--- config.mk ---
export PLATFORM = sky130hd
export DESIGN_NAME = swm_ram
export DESIGN_NICKNAME = d
export VERILOG_FILES = /design/src/swm_ram.sv
export SDC_FILE = /design/constraint.sdc
export NUM_CORES = 2
export LEC_CHECK = 0
export BUFFER_PORTS_ARGS = -buffer_cell sky130_fd_sc_hd__buf_2
export CORE_MARGIN = 2
export CORE_UTILIZATION = 45
export CTS_BUF_LIST = sky130_fd_sc_hd__clkbuf_4 sky130_fd_sc_hd__clkbuf_8
export CTS_CLUSTER_SIZE = 20
export DETAILED_ROUTE_END_ITERATION = 10
export GPL_ROUTABILITY_DRIVEN = 0
export SYNTH_ARGS = -nofsm -noshare
export SYNTH_HDL_FRONTEND = slang
export SYNTH_SLANG_ARGS = --single-unit
--- constraint.sdc ---
create_clock -name clk -period 7.6 [get_ports clk]
set_input_delay 0.76 -clock clk [delete_from_list [all_inputs] [get_ports clk]]
set_output_delay 0.76 -clock clk [all_outputs]
set_load 0.02 [all_outputs]
--- src/swm_ram.sv ---
// ----------------------------------------------------------------------------
// swm_ram: generic single-write, single-read memory
// One write port and one read port with a registered read data output.
// ----------------------------------------------------------------------------
module swm_ram #(
  parameter int WIDTH = 32,
  parameter int DEPTH = 64,
  localparam int AW = (DEPTH > 1) ? $clog2(DEPTH) : 1
) (
  input  logic             clk,
  input  logic             we,
  input  logic [AW-1:0]    waddr,
  input  logic [WIDTH-1:0] wdata,
  input  logic [AW-1:0]    raddr,
  output logic [WIDTH-1:0] rdata
);

  logic [WIDTH-1:0] mem [DEPTH];
  logic [WIDTH-1:0] rdata_r;

  always_ff @(posedge clk) begin
    if (we) begin
      mem[waddr] <= wdata;
    end
    rdata_r <= mem[raddr];
  end

  assign rdata = rdata_r;

endmodule

After elaboration in Yosys (flattened, before gate mapping)

Memory sizes are Yosys's and may differ from the RTL's. A register that Yosys moved wholly into a read port is not among the register bits.
Cells that the tools add are included.

Muxes and demuxes: 2

Operators with widths:

| cell    | number |
|---|---|
| $mux W1 | 2 |

Flip-flop bits (word level): 0
RAM bits: 2048
Bits of input ports: 46
Logic and storage cells: 3
Memories kept: 1

Memory list:

| memory | depth | width | rd ports | clocked after memory_dff | write ports | RTL line | RTL |
|---|---|---|---|---|---|---|---|
| mem    | 64    | 32    | 1        | 1                        | 1           | 18       | `logic [WIDTH-1:0] mem [DEPTH];` |

Longest topological paths before layout

Word-level depth: 2
Mapped depth: 10

Worst setup path after synthesis

No wires, ideal clock.

Path kind: in2reg
Start: input waddr[3]
End: memory mem[48][0], enable pin
Setup time: 0.461 ns
Data arrival time: 3.459 ns
Data required time: 7.139 ns
Slack: 3.680 ns
Stages: 4
Buffers on the path: 1
Cells stage by stage: clkbuf_1 > nor2b_1 > nand4b_1 > nor3_1

RTL lines:

| item        | RTL line | RTL |
|---|---|---|
| from (decl) | 12       | `input logic [AW-1:0] waddr,` |
| to (decl)   | 18       |  |

Straight into the memory's write port.

==> results.sh <==
export IMPL_status="finished, final reports clean"
export IMPL_grt_pass1_vias=38100
export IMPL_layout_commonest_cell="edfxtp_1"
export IMPL_io_pins=78
export IMPL_cp_required_ns=8.43
export IMPL_detail_route_wl_per_cell_um=33.1
export IMPL_fin_skew_ns=0.0521
export IMPL_startpoint_type="input pin"
export IMPL_vias=37600
export IMPL_rows=153
export IMPL_drv_slew=0
export IMPL_synth_edf_count=2048
export IMPL_port_buffer_count=77
export IMPL_dp_hpwl_um=110000
export IMPL_insertion_delay_ns=1.03
export IMPL_ys_warn_count=0
export IMPL_synthesis_area_um2=78500
export IMPL_synthCells=3324
export IMPL_syn_avg_cell_area_um2=23.6
export IMPL_fin_crit_ns=3.17
export IMPL_drt_total_wl_um=207000
export IMPL_rsz0062_at_grt="no"
export IMPL_use_met3=0.0484
export IMPL_top_usage_layer="met2"
export IMPL_fp_dieH_um=422
export IMPL_final_antenna_net_count=0
export IMPL_synth_ff_latch_count=2080
export IMPL_syn_num_nets=3370
export IMPL_drt_iter0_drc=4670
export IMPL_drtPass1Iterations=5
export IMPL_cts_buffers=346
export IMPL_whs_ns=0.337
export IMPL_layout_common_cells="edfxtp_1, mux4_2, clkbuf_8"
export IMPL_route_detailed_drc=0
export IMPL_cts_max_path_buffers=4
export IMPL_netlist_top_cells_area="edfxtp_1, mux4_2, mux2i_1"
export IMPL_hp_class="in2reg"
export IMPL_gr_total_overflow=0
export IMPL_synth_cell_type_count=34
export IMPL_clk_pin_slew_ns=0.06
export IMPL_seq_area_frac_synth=0.791
export IMPL_cts_tree="built"
export IMPL_yosys_area_top_type_share=0.783
export IMPL_syn_to_final_growth_pct=13.6
export IMPL_power_density_nw_per_um2=265
export IMPL_grt_pass1_wl_um=290000
export IMPL_grt_total_usage=0.233
export IMPL_p_leak_nw=27.9
export IMPL_synth_largest_area_cell="edfxtp_1"
export IMPL_cp_max_fo=81
export IMPL_holdBufCountCts=0
export IMPL_async_reset_ff_frac=0
export IMPL_clock_sinks=2080
export IMPL_use_met2=0.369
export IMPL_vias_per_cell=6.01
export IMPL_final_hold_violation_count=0
export IMPL_ys_flop_type="edfxtp_1"
export IMPL_cts_root_buf="clkbuf_8"
export IMPL_endpoint_kind="register"
export IMPL_critPathKind="in2reg"
export IMPL_drive_above_1_share=0.339
export IMPL_n_fill_cell=13600
export IMPL_postCtsSetupRepairBufs=0
export IMPL_final_setup_tns_ns=0
export IMPL_htree_num_levels=5
export IMPL_core_area_um2=174000
export IMPL_grt_start_max_net_pins=91
export IMPL_grt_antenna_before_repair=9
export IMPL_slew_limit_headroom=0.139
export IMPL_use_met1=0.329
export IMPL_maxCapViolations=0
export IMPL_die_area_um2=178000
export IMPL_cp_arrival_ns=4.00
export IMPL_fmax_ghz=0.315
export IMPL_setup_viol=0
export IMPL_fin_nets=3732
export IMPL_postCtsResizedCells=0
export IMPL_initial_utilization=0.452
export IMPL_period_share=0.418
export IMPL_irDropWorstVdd_uv=205
export IMPL_die_x_um=422
export IMPL_worst_pin_slew_ns=1.29
-- synth_stat cells, drive strengths merged (7+ instances only) --
master / instances
buf: 108
o22ai: 84
nand2b: 8
nand2: 26
a22oi: 12
clkbuf: 74
nor2b: 15
a21oi: 62
mux2i: 93
nor2: 137
mux4: 544
dfxtp: 32
o221ai: 27
nor3: 7
edfxtp: 2048
a311oi: 8
-- critical path, cell delays in order --
cell,delay (ns)
buf_8,0.58
buf_12,0.59
mux4_2,0.59
mux4_2,0.56
o22ai_1,0.43
nor2_1,0.23
-- layer usage --
layer	wire, µm	vias to the layer above
met5	13	-
met4	4720	2
met3	17600	286
met2	101000	1816
met1	84200	20400
li1	-	15000
-- sequential cells by signal, indices dropped and copies added (netlist names) --
name	flops
rdata	32
mem	2048
-- cells by family after synthesis --
group | count (synthesis) | share of synthesized area
AO/OA/AOI/OAI | 202 | 0.0167
buffers and inverters | 182 | 0.0113
flip-flops | 2080 | 0.791
multiplexers | 637 | 0.168
AND/OR/NAND/NOR | 223 | 0.0127
-- path summary, 6_finish.rpt --
check / from / endpoint / slack, ns / cells past startpoint
setup / recovery: raddr[0] / rdata[5] / 4.43 / 6
hold / removal: raddr[4] / rdata[0] / 0.34 / 3
setup reg to reg: mem[38][10] / rdata[10] / 5.26 / 5
hold reg to reg: mem[12][8] / rdata[8] / 0.75 / 4
-- area by class of cell --
type	instances	area [µm²]	share of cell area
antenna	5	12.5	0.000140
clock buffer	467	5780	0.0648
clock inverter	121	932	0.0105
multi-input combinational	1062	16000	0.179
sequential	2080	62100	0.697
tap	2325	2910	0.0326
timing repair buffer	196	1440	0.0161
-- stage by stage --
step                      power [mW]  cell area (µm²)  cells   util  setup slack [ns]
after floorplan                 13.6            78500   3324      -              3.68
after global placement          14.2            82500   5663  0.475              3.35
after detailed placement        14.2            82500   5663  0.475              3.35
after CTS                       23.9            89200   6251  0.514              4.45
after global routing            24.4            89200   6252  0.514              4.35
final                           23.7            89200   6256  0.514              4.43
-- where the power goes --
group	switching (mW)	leakage [nW]	internal (mW)
registers	0.0599	18.7	12.7
clock network	4.33	3.53	5.41
logic	0.746	5.64	0.415
total	5.13	27.9	18.5
No activity file was read; power rests on OpenSTA's default activity.
