### src/swm_pkg.sv
// ----------------------------------------------------------------------------
// swm_pkg: shared types and constants of the sliding-window median filter
// Holds the field widths, the reset window length and the structs that pass
// between the top level and the sorted cells.
// ----------------------------------------------------------------------------
package swm_pkg;

  localparam int DATA_W          = 32;
  localparam int WS_W            = 7;
  localparam int MAX_WINDOW_DEF  = 64;
  localparam logic [WS_W-1:0] WS_RESET = 7'd3;

  // Per-cell compare flags, seen by both neighbors.
  typedef struct packed {
    logic le_new;   // stored value <= incoming sample (and cell in use)
    logic lt_old;   // stored value <  evicted sample  (and cell in use)
  } swm_flags_t;

  // Broadcast control for one update of the cell row.
  typedef struct packed {
    logic upd;        // cells load their next value this cycle
    logic fill_mode;  // window not yet full: pure insertion
    logic path_low;   // window full and evicted value <= incoming sample
  } swm_ctrl_t;

endpackage

### src/swm_cell.sv
// ----------------------------------------------------------------------------
// swm_cell: one position of the sorted window
// Holds one sample; on an update it keeps its value, takes a neighbor's
// value or takes the incoming sample, decided from its own and its
// neighbors' compare flags, the broadcast control and, while filling, its index.
// ----------------------------------------------------------------------------
module swm_cell #(
  parameter int IDX = 0,
  parameter int KW  = 7
) (
  input  logic                        clk,
  input  swm_pkg::swm_ctrl_t          ctrl,
  input  logic [KW-1:0]               count,
  input  logic [swm_pkg::DATA_W-1:0]  sample,
  input  logic [swm_pkg::DATA_W-1:0]  oldest,
  input  logic [swm_pkg::DATA_W-1:0]  below_val,
  input  swm_pkg::swm_flags_t         below_flags,
  input  logic [swm_pkg::DATA_W-1:0]  above_val,
  input  swm_pkg::swm_flags_t         above_flags,
  output logic [swm_pkg::DATA_W-1:0]  val,
  output swm_pkg::swm_flags_t         flags
);

  logic [swm_pkg::DATA_W-1:0] val_r;
  logic [swm_pkg::DATA_W-1:0] val_nxt;
  logic                       in_use;

  assign in_use       = KW'(IDX) < count;
  assign flags.le_new = in_use && ($signed(val_r) <= $signed(sample));
  assign flags.lt_old = in_use && ($signed(val_r) <  $signed(oldest));

  always_comb begin
    val_nxt = val_r;
    if (ctrl.path_low) begin
      // Evicted entry sits at or below the insertion point: upper part
      // slides down by one, the sample lands just under the first larger value.
      if (flags.lt_old) begin
        val_nxt = val_r;
      end else if (above_flags.le_new) begin
        val_nxt = above_val;
      end else if (flags.le_new) begin
        val_nxt = sample;
      end
    end else begin
      // Insertion point below the evicted entry (or plain insertion while
      // filling, where every used cell counts as below the hole).
      if (flags.le_new) begin
        val_nxt = val_r;
      end else if (below_flags.le_new) begin
        val_nxt = sample;
      end else if (ctrl.fill_mode ? (KW'(IDX) <= count) : below_flags.lt_old) begin
        val_nxt = below_val;
      end
    end
  end

  always_ff @(posedge clk) begin
    if (ctrl.upd) begin
      val_r <= val_nxt;
    end
  end

  assign val = val_r;

endmodule

### config.mk
export PLATFORM = sky130hd
export DESIGN_NAME = swm_cell
export DESIGN_NICKNAME = d
export VERILOG_FILES = /design/src/swm_pkg.sv /design/src/swm_cell.sv
export SDC_FILE = /design/constraint.sdc
export NUM_CORES = 1
export LEC_CHECK = 0
export BUFFER_PORTS_ARGS = -buffer_cell sky130_fd_sc_hd__buf_2
export CAP_MARGIN = 25
export CORE_UTILIZATION = 50
export CTS_BUF_LIST = sky130_fd_sc_hd__clkbuf_4 sky130_fd_sc_hd__clkbuf_8
export DETAILED_ROUTE_END_ITERATION = 16
export PLACE_DENSITY = 0.89
export SETUP_SLACK_MARGIN = 0.4
export SLEW_MARGIN = 5
export SYNTH_ARGS = -nofsm -noshare
export SYNTH_HDL_FRONTEND = slang
export SYNTH_SLANG_ARGS = --single-unit
### constraint.sdc
create_clock -name clk -period 8.95 [get_ports clk]
set_input_delay 2.685 -clock clk [delete_from_list [all_inputs] [get_ports clk]]
set_output_delay 2.685 -clock clk [all_outputs]
set_load 0.02 [all_outputs]
== Yosys cells after proc, flatten, opt, wreduce, memory -nomap -nowiden ==
Cells that the tools add are included.
W data, S select, Z words.
Storage, ports and cells
  ROM bits: 0
  word-level logic and storage cells: 20
  input bits: 143
  bits in writable memories: 0
  memories kept: 0
  bits in latches: 0
  output and inout port bits: 34
  register bits: 32
Operators by class
  $mul: 0
  reductions and logical operators: 4
  $add $sub $neg: 0
  divide/modulo/power cells: 0
  muxes and demuxes: 8
  magnitude comparators: 4
  equality and inequality tests: 3
  bitwise operators: 0
  shifts and indexed selects: 0
Operators by type and width (number)
  $mux W32: 7
  $le A32 B32 Y1: 1
  $lt A32 B32 Y1: 1
  $le A1 B7 Y1 const A: 1
  $lt A1 B7 Y1 const A: 1
  $reduce_and A5 Y1: 1
  $ne A2 B2 Y1 const B: 2
  $ne A3 B1 Y1 const B: 1
  $reduce_bool A3 Y1: 1
  $logic_and A1 B1 Y1: 2
  $mux W1: 1

== Depth between registers and ports, before layout ==
  depth in word-level cells: 6
  mapped depth: 9
  mapped depth without buffers: 9

== Worst setup path after synthesis ==
No wires, ideal clock.
  path type: input port to output port
  from: input oldest[17] (netlist name)
  to: output flags[0] (netlist name)
  path buffers: 0
  slack: 1909 ps
  arrival: 4356 ps
  data required time: 6265 ps
  stages: 8
  path through: inv_1 -> ha_1 -> a21oi_1 -> o21ai_0 -> a221o_1 -> a211oi_1 -> o311ai_1 -> mux2i_1
RTL lines
  start: declaration: line swm_cell.sv:15  | input logic [swm_pkg::DATA_W-1:0] oldest,
  end: declaration: line swm_cell.sv:21  | output swm_pkg::swm_flags_t flags

==> impl_metrics.ini <==
[global_routing]
grt.total_usage_pct = 28.4
grt_max_degree = 33
grt_pass1_wl_mm = 14.6
antenna_found_initial = 0
grt-ovfl-total = 0
first_global_vias = 3369

[floorplanning]
die_h_um = 82.0
core_area_mm2 = 0.00606
dieArea_mm2 = 0.00673
ios = 177
num_rows = 28
start_util_pct = 52.8
die_x_um = 82.0

[yosys]
synth-seq-cells = 32
synth_cell_types = 40
yosysWarnings = 0
synth_nets = 561
synth_area_mm2 = 0.00320
avgSynthCellArea_um2 = 9.02
syn_inst = 355
ys_seq_area_share_pct = 30.0
synth_edf_count = 32
ys.flop_type = edfxtp_1
async_reset_ff_share_pct = 0

[final_layout]
area_delta_synth_final_pct = 34.0
stdcell_area_mm2 = 0.00429
fillers = 457
nets = 736
largest_reg_flops = 32
layout-drive-gt1-share_pct = 36.0
num_antenna_cells = 0
layoutNonFillerInstCount = 606

[route]
drtIter0Drc = 266
drtAntennaViolNets = 0
wl_per_cell_um = 15.8
num_vias = 3478
drt-total-wl_mm = 9.58
firstDrtPassIters = 7
vias_per_cell = 5.74
drcViolationCount = 0

[timing]
timing.final.crit_share_pct = 85.7
timing.hold.ws_ps = 1440
fin_ws_ps = 1280
worstMarginPinSlew_ps = 837
setup_viol = 0
relSlewSlack_pct = 42.8
finalSetupTns_ps = 0
rsz0062_at_grt = false
hold_viol_final = 0
final-max-slew-violation-count = 0
fmax_mhz = 130
skew_ps = 3.67
period_needed_ps = 7670

[placement]
globalplace.congestion = 0.797
hpwl_mm = 7.77
pre_cts_slack_ps = 1310
dp.cells = 595
port_buffers = 175
placed_cell_area_mm2 = 0.00415

[setup_path]
crit-reg2reg-launch = val[7]$_DFFE_PP_
crit_type = input port to output port
rrSetupSlack_ps = 5500
arrival_ps = 4990
cp_data_required_time_ps = 6270
r2r_cells = 9
path_max_fanout = 3
cp-end-kind = output port
r2r-end = val[19]$_DFFE_PP_
startpoint = sample[7]
start_kind = input port

[run_status]
status = finished clean

[cts]
cts_buffer_depth = 2
clkLatencyLatePin_ps = 280
cts-root-buf = clkbuf_8
ctsResizeCount = 0
clock-sinks = 32
tritoncts = built
post_cts_buffers = 0
cts_max_level = 2
hold_buffers = 0
clkTransAtPathRegs_ps = 70
numCtsBuffers = 5

[flow_run]
cap_violations = 0

[worst_hold_path]
min_to = val[0]$_DFFE_PP_
hold_depth = 4
hold_path_class = flop to flop
hold_start = val[31]$_DFFE_PP_

[power]
ir_drop_uv = 88.0
powerDensity_mw_per_mm2 = 121
p_leak_uw = 0.00243
[through the flow]
step	utilization [%]	power, µW
after global routing	70.8	549
after CTS	69.9	514
after floorplan	-	321
after detailed placement	68.5	403
after global placement	68.5	392
final	70.8	517
[kinds of logic (layout without fill, tap and decap cells)]
| group | count (synthesis) | after routing | synth area share, % |
|---|---|---|---|
| AO/OA/AOI/OAI | 92 | 92 | 21.8 |
| multiplexers | 5 | 5 | 1.56 |
| buffers and inverters | 105 | 281 | 12.3 |
| AND/OR/NAND/NOR | 58 | 58 | 9.77 |
| flip-flops | 32 | 32 | 30.0 |
| adder cells (fa/ha/maj) | 63 | 63 | 24.6 |
[report_power, final]
part	internal (µW)	switching [µW]	leakage (µW)
sequential	187	12.5	0.000303
combinational	92.1	116	0.00208
clock	52.8	57.0	0.0000453
[placed cells by master (no fill, tap or decap), drive strengths merged, types with 2 or more instances in the layout]
master | Yosys | routed
edfxtp | 32 | 32
o22ai | 2 | 2
a222oi | 27 | 27
o211ai | 3 | 3
a21o | 6 | 6
o21a | 2 | 2
nand4 | 12 | 12
a221o | 3 | 3
inv | 94 | 94
nor4 | 2 | 2
mux2i | 5 | 5
nand2b | 2 | 2
or4 | 2 | 2
buf | 2 | 179
clkbuf | 9 | 5
nor3 | 2 | 2
nand2 | 12 | 12
ha | 63 | 63
and3 | 2 | 2
nor2 | 9 | 9
nand3 | 8 | 8
clkinv | 0 | 3
nor2b | 4 | 4
a211oi | 5 | 5
o21ai | 8 | 8
a21oi | 27 | 27
o311ai | 2 | 2
[per-layer routing]
metal / global-route usage, % / share of wire, % / vias up
met2: 50.6 / 52 / 182
li1: - / - / 1668
met3: 3.67 / 6.3 / 20
met1: 34.0 / 40 / 1608
met4: 12.1 / 1.9 / 0
met5: 0 / 0 / -
[area by class of cell]
type | instances | area, µm² | area share [%]
tap | 75 | 93.8 | 2.19
inverter | 94 | 353 | 8.22
clock buffer | 5 | 68.8 | 1.60
sequential | 32 | 961 | 22.4
timing repair buffer | 179 | 941 | 21.9
multi-input combinational | 218 | 1860 | 43.4
clock inverter | 3 | 13.8 | 0.321
[Yosys cell counts (2+ instances only)]
| library cell | count | area (µm²) |
|---|---|---|
| inv_1 | 94 | 353 |
| ha_1 | 63 | 788 |
| edfxtp_1 | 32 | 961 |
| a21oi_1 | 27 | 135 |
| a222oi_1 | 27 | 270 |
| nand2_1 | 12 | 45.0 |
| nand4_1 | 11 | 68.8 |
| clkbuf_1 | 9 | 33.8 |
| nor2_1 | 9 | 33.8 |
| nand3_1 | 8 | 40.0 |
| o21ai_0 | 8 | 40.0 |
| a21o_1 | 6 | 45.0 |
| a211oi_1 | 5 | 37.5 |
| mux2i_1 | 5 | 50.1 |
| nor2b_1 | 4 | 25.0 |
| a221o_1 | 3 | 30.0 |
| o211ai_1 | 3 | 22.5 |
| and3_1 | 2 | 12.5 |
| buf_1 | 2 | 7.51 |
| nand2b_1 | 2 | 12.5 |
| nor3_1 | 2 | 10.0 |
| nor4_1 | 2 | 12.5 |
| o21a_1 | 2 | 15.0 |
[critical path, stage by stage]
cell,delay [ps]
buf_2,100
inv_1,50
ha_1,320
a21oi_1,140
o21ai_0,120
o2bb2ai_1,140
a2111oi_0,750
o211a_1,260
o31a_1,220
buf_2,190
[worst max-delay path by stage]
stage,to,slack [ps],depth (start not counted)
3_5_place_dp,flags[1],1310,10
6_report,flags[1],1280,10
4_1_cts,flags[1],1310,10
3_3_place_gp,flags[1],1340,10
2_1_floorplan,flags[0],1910,8
5_1_grt,flags[1],1190,10
Note: power is estimated with default switching activity, not from simulation.
